--- src/rtl/core/particle_pool_free_list_assert.svh ---
// ----------------------------------------------------------------------------
// Assertion macros
// Shared concurrent assertion forms, clocked on clk, disabled in reset.
// ----------------------------------------------------------------------------
`ifndef PARTICLE_POOL_FREE_LIST_ASSERT_SVH
`define PARTICLE_POOL_FREE_LIST_ASSERT_SVH

// invariant checked at every edge
`define PPFL_ASSERT(label, prop, msg) \
  label: assert property (@(posedge clk) disable iff (!rst_n) (prop)) else $error(msg);

// condition now implies consequence at the next edge
`define PPFL_ASSERT_NEXT(label, pre, post, msg) \
  label: assert property (@(posedge clk) disable iff (!rst_n) (pre) |=> (post)) else $error(msg);

`endif

--- src/rtl/core/ppfl_move_lane.sv ---
// ----------------------------------------------------------------------------
// ppfl_move_lane
// One axis of the tick update: pos + round(vel*dt), saturated.
// ----------------------------------------------------------------------------
module ppfl_move_lane (
  input  logic               clk,
  input  logic signed [15:0] pos,
  input  logic signed [15:0] vel,
  input  logic [15:0]        time_step,
  output logic signed [15:0] pos_new
);

  logic signed [15:0] pos_r;
  logic signed [33:0] prod_r;
  logic signed [33:0] delta;
  logic signed [18:0] sum;

  // operand and product registers
  always_ff @(posedge clk) begin
    pos_r  <= pos;
    prod_r <= 34'(vel) * $signed({18'd0, time_step});
  end

  assign delta = (prod_r + 34'sd32768) >>> 16;
  assign sum   = 19'(pos_r) + $signed(delta[18:0]);

  // saturate to 16 bits signed
  always_comb begin
    if (sum > 19'sd32767) begin
      pos_new = 16'sh7fff;
    end else if (sum < -19'sd32768) begin
      pos_new = 16'sh8000;
    end else begin
      pos_new = sum[15:0];
    end
  end

endmodule

--- config.mk ---
export PLATFORM = sky130hd
export DESIGN_NAME = ppfl_move_lane
export DESIGN_NICKNAME = d
export VERILOG_FILES = /design/src/rtl/core/particle_pool_free_list_assert.svh /design/src/rtl/core/ppfl_move_lane.sv
export SDC_FILE = /design/constraint.sdc
export NUM_CORES = 1
export LEC_CHECK = 0
export ABC_AREA = 0
export BUFFER_PORTS_ARGS = -buffer_cell sky130_fd_sc_hd__buf_2
export CAP_MARGIN = 0
export CELL_PAD_IN_SITES_DETAIL_PLACEMENT = 0
export CELL_PAD_IN_SITES_GLOBAL_PLACEMENT = 1
export CORE_MARGIN = 3
export CORE_UTILIZATION = 49
export DETAILED_ROUTE_END_ITERATION = 7
export PLACE_DENSITY = 0.88
export SLEW_MARGIN = 20
export SYNTH_ARGS = -nofsm -noshare
export SYNTH_HDL_FRONTEND = slang
export SYNTH_SLANG_ARGS = --single-unit
export TNS_END_PERCENT = 10
--- constraint.sdc ---
create_clock -name clk -period 7.2 [get_ports clk]
set_input_delay 1.44 -clock clk [delete_from_list [all_inputs] [get_ports clk]]
set_output_delay 1.44 -clock clk [all_outputs]
set_load 0.1 [all_outputs]
# Word level (Yosys, flattened, before mapping)
# Index checks and enable logic that the tools add are counted.
# word_totals
ff_bits,49
in_bits,49
output_inout_bits,16
wordCells,9
# classes
add_sub_neg,2
n_mul,1
magnitude_cmp,2
n_mux,2
# op_table
cell,n
$add 33x17->34 const B,1
$mul 16x17->33,1
$mux 16,2
$add 16x18->19,1
$gt 19x16->1 const B,1
$lt 19x16->1 const B,1

# Depth between registers and ports, before layout
# Gate-level depths: netlist of the first run.
# logic_depth
depth_word,5
mapped_depth,23
ltp_nobuf,21

# Worst setup path after synthesis of the first run
# Ideal clock, no wire load.
# synth_path
path_type,input port to flip-flop
start,in vel[15]
end,"reg, netlist name prod_r[32]"
setup_ns,0.072
arrival_time_ns,6.594
t_required_ns,7.128
setup_slack_ns,0.534
cell_stages,20
path_buffers,2
cell_sequence,inv_1 > clkbuf_1 > nor2_1 > fa_1 > fa_1 > fa_1 > fa_1 > fa_1 > inv_1 > fa_1 > inv_1 > ha_1 > clkbuf_1 > nand4_1 > nor2_1 > nand2_1 > a211oi_1 > a2111oi_0 > o21bai_1 > xnor2_1
# synth_between
elab_chain_cells,1
# synth_lines
element,line,source
"start, declared",ppfl_move_lane.sv:8,"input logic signed [15:0] vel,"
$mul 16x17->33,ppfl_move_lane.sv:21,"prod_r <= 34'(vel) * $signed({18'd0, time_step});"
# No other way between the ends.

# Final worst setup path of the first run
# layout_path
start,in vel[1]
end,reg prod_r[30]
# layout_between
elab_chain_cells,1
# layout_lines
element,line,source
$mul 16x17->33,ppfl_move_lane.sv:21,
"end signal, assigned",ppfl_move_lane.sv:21,
"end, declared",ppfl_move_lane.sv:14,logic signed [33:0] prod_r;
# No other way between the ends.

==> flow_summary_export.csv, run 1 <==
group,metric,value,unit
outcome,outcome,"finished, final reports clean",
clocking,cts_resized,0,
critical_path,worstSetupEndpointType,"flop",
route,avgRoutedWirePerCell,16.4,um
logic_synthesis,syn-num-nets,1625,
logic_synthesis,synth_area_per_cell,8.68,um2
clocking,cts_made_buffers,5,
clocking,clk_pin_slew,0.05,ns
finish,final_cell_mix,"242 x inv_1, 194 x fa_1, 154 x nand2_1, 138 x ha_1, 119 x and2_1",
timing,tightest_slew,0.936,ns
route,drt_wl_total,25600,um
timing,max_freq,145,MHz
logic_synthesis,synth-compound-area-share,10.0,%
logic_synthesis,ys_warn_count,0,
critical_path,crit_top_cell,"fa_1",
placed_design,portBuffers,64,
clocking,htreeDepth,2,
die,die_h,154,um
logic_synthesis,synth-adder-area-share,52.0,%
route,drc,0,
global_routing,antenna_found_initial,0,
logic_synthesis,async_reset_ff_share,0,%
clocking,cts_tree,"built",
die,core_area,21400,um2
global_routing,grt_max_degree,17,
critical_path,cpPeakStageDelay,0.55,ns
die,ios,65,
timing,rsz0062_at_grt,"no",
timing,relSlewSlack,37.6,%
clocking,root_buffer,"clkbuf_16",
global_routing,track_usage,22.1,%
placed_design,post-place-ws,0.102,ns
clocking,cts_hold_buffers,0,
logic_synthesis,synthMuxAreaShare,0,%
logic_synthesis,synthCells,1244,
logic_synthesis,synth_seq_cells,34,
critical_path,crit_type,"input port to flop",
placed_design,dpl.hpwl,21400,um
timing,drv_slew,0,
clocking,cts_buffer_depth,2,
timing,period_share,95.6,%
timing,finalSetupTns,0,ns
logic_synthesis,syn-cell-area,10800,um2
critical_path,crit_chain,"buf_2 -> nand2_1 -> fa_1 -> fa_1 -> fa_1 -> inv_1 -> fa_1 -> fa_1 -> inv_1 -> fa_1 -> inv_1 -> ha_1 -> a31o_2 -> a221oi_1 -> o21a_1 -> o21ai_0 -> a31oi_1 -> o211ai_1 -> xnor2_1",
logic_synthesis,synth_edf_count,0,
critical_path,start_kind,"input port",
finish,area.growth.synth_to_final,7.05,%
clocking,post_cts_buffers,0,
global_routing,grt_overflow,0,
min_path,hold_depth,1,
timing,fin_ws,0.320,ns
logic_synthesis,synth-seq-area-share,6.31,%
min_path,hold_class,"input port to flop",
critical_path,worstPathArrival,7.05,ns
route,drtIter0Drc,407,
placed_design,placed_cells_incl_taps,1552,
timing,hold_viol,0,
route,dr.pass1.iters,5,
route,drt-vias-per-instance,5.47,
die,die-area,23800,um2
critical_path,crit_fanout,15,
route,detail-route-antenna-nets,0,
finish,drive_gt1_share,8.64,%
route,via_count,8523,
critical_path,cpMaxStageDelayCell,"fa_1",
timing,setup_viol,0,
finish,final_common_cell,"inv_1",
timing,finalHoldWorstSlack,1.26,ns
logic_synthesis,ys.flop_type,"dfxtp_1",
finish,layout.nets,1665,
clocking,clkSinkCount,34,
timing,layout_min_cycle_time,6.88,ns
job,max-cap-violations,0,
logic_synthesis,synth_top_family_by_area,"adder cells",
finish,antennaDiodeCount,0,
die,row_count,53,
global_routing,grt_pass1_wl,43400,um
logic_synthesis,synth-simple-area-share,17.3,%
finish,final_cells,1559,
die,die_width,154,um
logic_synthesis,synthDistinctLibCells,55,
critical_path,crit_required,7.37,ns
placed_design,place_congestion,0.867,
logic_synthesis,synthXorXnorAreaFrac,4.06,%
die,start_util,50.6,%
global_routing,grt_pass1_vias,8777,
## flip-flops by register name (all words and copies together), names as in the netlist
| signal | count |
|---|---|
| pos_r | 16 |
| prod_r | 18 |
## cell usage after synthesis (6+ instances only)
library cell	number	area (um2)
inv_1	242	908
fa_1	194	3880
nand2_1	154	578
ha_1	138	1730
and2_1	119	744
a21oi_1	47	235
clkbuf_1	41	154
nor2_1	37	139
dfxtp_1	34	681
xnor2_1	29	254
nand3_1	21	105
xor2_1	21	184
o21ai_0	19	95.1
a21o_1	16	120
a21oi_2	12	105
a31oi_1	10	62.6
nand4_1	10	62.6
nand2b_1	9	56.3
o211ai_1	8	60.1
and3_1	7	43.8
o21bai_1	7	52.6
a211o_1	6	52.6
a211oi_1	6	45.0
## routing by layer
layer / vias up / share of wire (%) / track usage (%)
met1: 4288 / 44 / 31.0
met4: 0 / 2.4 / 5.30
li1: 3967 / - / -
met2: 224 / 49 / 37.4
met5: - / 0 / 0
met3: 44 / 4.9 / 1.82
## cells by family after synthesis
| family | after synthesis |
|---|---|
| DFF | 34 |
| buffers and inverters | 290 |
| and+or+nand+nor | 378 |
| xor gates and xnor gates | 50 |
| adders and majority gates | 332 |
| AOI/OAI and AO/OA | 160 |
## metrics by stage
step | cell area (um2) | util, %
finish | 11600 | 54.1
global route | 11600 | 54.1
CTS | 11500 | 54.1
detailed placement | 11400 | 53.3
global placement | 11400 | 53.3
floorplan | 10800 | -
## worst paths after layout
check,endpoint,from,slack [ns]
hold / removal,pos_r[7],pos[7],1.26
setup / recovery,prod_r[30],vel[1],0.32
## worst max-delay path, delay by kind of cell
kind            cells  cell delay, ns
buf+inv             4            0.45
xor+xnor            1            0.16
compound gates      6            1.51
simple gates        1            0.15
fa+ha+maj           7            3.34
## final cells by class
| type | count | area [um2] |
|---|---|---|
| tap | 275 | 344 |
| multi-input combinational | 920 | 9010 |
| inverter | 242 | 908 |
| clock inverter | 1 | 30.0 |
| sequential | 34 | 681 |
| clock buffer | 6 | 139 |
| fill | 2038 | 9800 |
| timing repair buffer | 81 | 448 |
Power of run 1 is left out: the tool's default activity adds up to more than one toggle a clock period on the data nets, which glitch-free logic cannot reach.
==> run 2, diff against run 1 <==
MAX_ROUTING_LAYER = met4   (was unset)
==> run 2 against run 1 <==
  * Global-route usage increased by 0.096 points
  * First-iteration DRC count increased by 18%
  * Via count is 0.63% lower
  * Cell count hardly changed
  * Critical path depth unchanged
  * Flip-flop and latch count did not move
  * Sequential share of layout area hardly changed
  * Largest cell class unchanged
  * Highest routed layer unchanged
==> flow_summary_export.csv, run 2 (same netlist as run 1, synthesis figures left out) <==
group,metric,value,unit
outcome,outcome,"finished, final reports clean",
timing,rsz0062_at_grt,"no",
route,avgRoutedWirePerCell,16.2,um
placed_design,dpl.hpwl,21200,um
critical_path,crit_top_cell,"fa_1",
die,start_util,50.6,%
global_routing,grt_overflow,0,
timing,period_share,95.7,%
die,die_width,154,um
critical_path,crit_required,7.36,ns
min_path,hold_depth,1,
timing,layout_min_cycle_time,6.89,ns
critical_path,start_kind,"input port",
critical_path,crit_chain,"buf_2 -> nand2_1 -> fa_1 -> inv_1 -> fa_1 -> fa_1 -> fa_1 -> fa_1 -> inv_1 -> fa_1 -> inv_1 -> ha_1 -> a21oi_1 -> o21bai_1 -> a21oi_1 -> o31ai_1 -> a2111oi_0 -> o21bai_1 -> xnor2_1",
finish,final_cell_mix,"242 x inv_1, 194 x fa_1, 154 x nand2_1, 138 x ha_1, 119 x and2_1",
clocking,cts_tree,"built",
global_routing,antenna_found_initial,0,
timing,relSlewSlack,37.0,%
die,row_count,53,
global_routing,grt_max_degree,17,
clocking,root_buffer,"clkbuf_16",
placed_design,portBuffers,64,
die,die-area,23800,um2
clocking,clk_pin_slew,0.05,ns
timing,hold_viol,0,
placed_design,placed_cells_incl_taps,1551,
placed_design,post-place-ws,0.0558,ns
critical_path,worstSetupEndpointType,"flop",
timing,tightest_slew,0.945,ns
finish,layout.nets,1664,
critical_path,cpMaxStageDelayCell,"fa_1",
die,die_h,154,um
finish,area.growth.synth_to_final,6.92,%
clocking,clkSinkCount,34,
route,drtIter0Drc,482,
critical_path,crit_type,"input port to flop",
timing,fin_ws,0.309,ns
route,drt_wl_total,25300,um
route,drt-vias-per-instance,5.44,
timing,max_freq,145,MHz
route,drc,0,
critical_path,worstPathArrival,7.05,ns
finish,final_cells,1558,
placed_design,place_congestion,0.893,
clocking,cts_made_buffers,5,
finish,antennaDiodeCount,0,
clocking,cts_buffer_depth,2,
finish,top_register,"prod_r",
die,core_area,21400,um2
finish,largest_reg_flops,18,
route,via_count,8469,
finish,postLayoutCoreUtil,54.1,%
critical_path,crit_fanout,16,
timing,setup_viol,0,
finish,final_common_cell,"inv_1",
route,detail-route-antenna-nets,0,
clocking,cts_resized,0,
job,max-cap-violations,0,
timing,drv_slew,0,
global_routing,grt_pass1_vias,8753,
clocking,htreeDepth,2,
route,dr.pass1.iters,5,
timing,finalSetupTns,0,ns
finish,top_regs,"prod_r x18, pos_r x16",
die,ios,65,
clocking,post_cts_buffers,0,
global_routing,track_usage,22.2,%
clocking,cts_hold_buffers,0,
critical_path,cpPeakStageDelay,0.57,ns
global_routing,grt_pass1_wl,42500,um
min_path,hold_class,"input port to flop",
finish,drive_gt1_share,8.50,%
## run 2: cell types whose count changed in the layout (fill, tap and decap cells not counted)
| cell | change |
|---|---|
| buf_4 | -1 |
| nor4_1 | +1 |
| nor4_2 | -1 |
## run 2: routing by layer
| metal | up-vias | share of wire, % | GRT usage [%] |
|---|---|---|---|
| li1 | 3969 | - | - |
| met1 | 4247 | 44 | 29.8 |
| met2 | 227 | 50 | 37.7 |
| met3 | 26 | 4.9 | 1.82 |
| met4 | 0 | 1.5 | 3.78 |
| met5 | - | 0 | - |
## run 2: worst max-delay path: cells and delay by family
kind	cells	cell delay [ns]
fa+ha+maj	7	3.41
compound gates	6	1.45
simple gates	1	0.14
xor+xnor	1	0.15
buf+inv	4	0.46
## run 2: final cells by class
type	count	area (um2)
well taps	275	344
fillers	1992	9810
clock inverters	1	30.0
inverters	242	908
repair buffers	80	440
multi-input cells	920	9000
clock buffers	6	139
flip-flops and latches	34	681
## run 2: worst paths after layout
kind	startpoint	end	slack [ns]
hold / removal	pos[14]	pos_r[14]	1.26
setup / recovery	vel[7]	prod_r[32]	0.31
## run 2: through the flow
step                hold WS (ns)  cell area (um2)
CTS                         1.26            11500
global placement            1.54            11400
detailed placement          1.54            11400
global route                1.26            11500
floorplan                   1.47            10800
finish                      1.26            11500
Power of run 2 is left out for the same reason.
==> run 3, diff against run 2 <==
CORE_UTILIZATION = 25   (was 49)
CTS_BUF_LIST = sky130_fd_sc_hd__clkbuf_8 sky130_fd_sc_hd__clkbuf_16   (was unset)
GPL_TIMING_DRIVEN = 0   (was unset)
PLACE_DENSITY = 0.53   (was 0.88)
==> run 3 against run 2 <==
  * Cell count up 21%
  * Global-route usage down 7.6 points
  * Hold slack worse by 0.0054 ns
  * Core utilization down 26 points
  * Clock-buffer cell count unchanged
  * Die area up 92%
  * Largest cell class unchanged
==> flow_summary_export.csv, run 3 (same netlist as run 1, synthesis figures left out) <==
group,metric,value,unit
critical_path,worstSetupEndpointType,"flop",
global_routing,track_usage,14.6,%
clocking,cts_hold_buffers,0,
die,die_width,214,um
finish,postLayoutCellArea,12100,um2
timing,finalHoldWorstSlack,1.26,ns
critical_path,crit_top_cell,"fa_1",
clocking,cts_made_buffers,5,
timing,setup_viol,0,
critical_path,cpMaxStageDelayCell,"fa_1",
timing,hold_viol,0,
global_routing,grt_overflow,0,
placed_design,dpl.hpwl,27300,um
critical_path,timing.critical_path.buf_inv,6,
finish,largest_reg_flops,18,
critical_path,critical_path.top_delay_family,"adder cells",
placed_design,place_congestion,0.850,
global_routing,grt_max_degree,17,
job,max-cap-violations,0,
route,drt-vias-per-instance,4.41,
finish,area.growth.synth_to_final,11.8,%
route,drc,0,
finish,final_cell_mix,"241 x inv_1, 194 x fa_1, 154 x nand2_1, 137 x ha_1, 119 x and2_1",
die,die-area,45700,um2
finish,n_fill_cell,4634,
route,drtIter0Drc,329,
route,detail-route-antenna-nets,0,
global_routing,grt_pass1_wl,50300,um
timing,max_freq,143,MHz
critical_path,crit_chain,"buf_2 -> clkbuf_4 -> and2_1 -> fa_1 -> inv_1 -> fa_1 -> fa_1 -> inv_1 -> fa_1 -> fa_1 -> inv_1 -> fa_1 -> inv_1 -> ha_1 -> a31o_2 -> a221oi_1 -> o21a_1 -> o21ai_0 -> a31oi_2 -> o211ai_1 -> xnor2_1",
die,row_count,75,
placed_design,portBuffers,64,
die,core_area,42300,um2
critical_path,crit_fanout,10,
timing,drv_slew,0,
critical_path,worstPathArrival,7.13,ns
finish,final_common_cell,"inv_1",
route,via_count,8287,
timing,tightest_slew,0.575,ns
min_path,hold_class,"input port to flop",
global_routing,grt_pass1_vias,8965,
clocking,clk_pin_slew,0.05,ns
critical_path,cpPeakStageDelay,0.55,ns
finish,drive_gt1_share,9.84,%
finish,antennaDiodeCount,0,
route,drt_wl_total,31300,um
die,ios,65,
die,start_util,25.5,%
timing,period_share,96.8,%
critical_path,start_kind,"input port",
placed_design,placed_area,11800,um2
outcome,outcome,"finished, final reports clean",
timing,layout_min_cycle_time,6.97,ns
clocking,htreeDepth,2,
critical_path,crit_required,7.36,ns
clocking,cts_tree,"built",
finish,top_register,"prod_r",
placed_design,placed_cells_incl_taps,1885,
timing,rsz0062_at_grt,"no",
clocking,cts_buffer_depth,2,
finish,final_cells,1878,
finish,top_regs,"prod_r x18, pos_r x16",
route,dr.pass1.iters,5,
timing,relSlewSlack,61.4,%
critical_path,crit_type,"input port to flop",
clocking,clkSinkCount,34,
clocking,root_buffer,"clkbuf_16",
global_routing,antenna_found_initial,0,
route,avgRoutedWirePerCell,16.6,um
die,die_h,214,um
finish,layout.nets,1682,
## run 3: worst paths after layout
kind                start         end  slack (ns)  cells past startpoint
setup / recovery   vel[4]  prod_r[30]        0.23                     21
hold / removal    pos[15]   pos_r[15]        1.26                      1
## run 3: per-stage QoR
step	util [%]	setup TNS [ns]	setup slack, ns
3_3_place_gp	28.0	-7.36	-1.05
3_5_place_dp	28.0	-7.30	-1.08
2_1_floorplan	-	0	0.534
5_1_grt	28.5	0	0.00163
6_report	28.5	0	0.229
4_1_cts	28.4	0	0.000342
## run 3: what timing repair did
action / 4_1_cts / 5_1_grt
endpoints found under the setup margin: 13 / 11
gates resized for setup: 27 / 28
hold endpoints to repair: 0 / 0
buffers inserted: 2 / 0
pin swaps: 1 / 1
## run 3: layer usage
layer | track usage (%) | share of wire, % | up-vias | wire length [um]
met1 | 20.8 | 50 | 4097 | 15700
met3 | 1.42 | 4.2 | 19 | 1320
li1 | - | - | 4013 | -
met5 | - | 0 | - | 0
met4 | 1.94 | 1.2 | 0 | 371
met2 | 23.4 | 45 | 158 | 13900
## run 3: area by class of cell
| cell class | count | area [um2] | share of cell area, % |
|---|---|---|---|
| Clock inverter | 1 | 30.0 | 0.249 |
| Inverter | 242 | 912 | 7.56 |
| Clock buffer | 6 | 139 | 1.15 |
| Tap cell | 577 | 722 | 5.98 |
| Sequential cell | 34 | 681 | 5.64 |
| Multi-Input combinational cell | 920 | 9040 | 75.0 |
| Buffer | 32 | 200 | 1.66 |
| Timing Repair Buffer | 66 | 338 | 2.80 |
Power of run 3 is left out for the same reason.
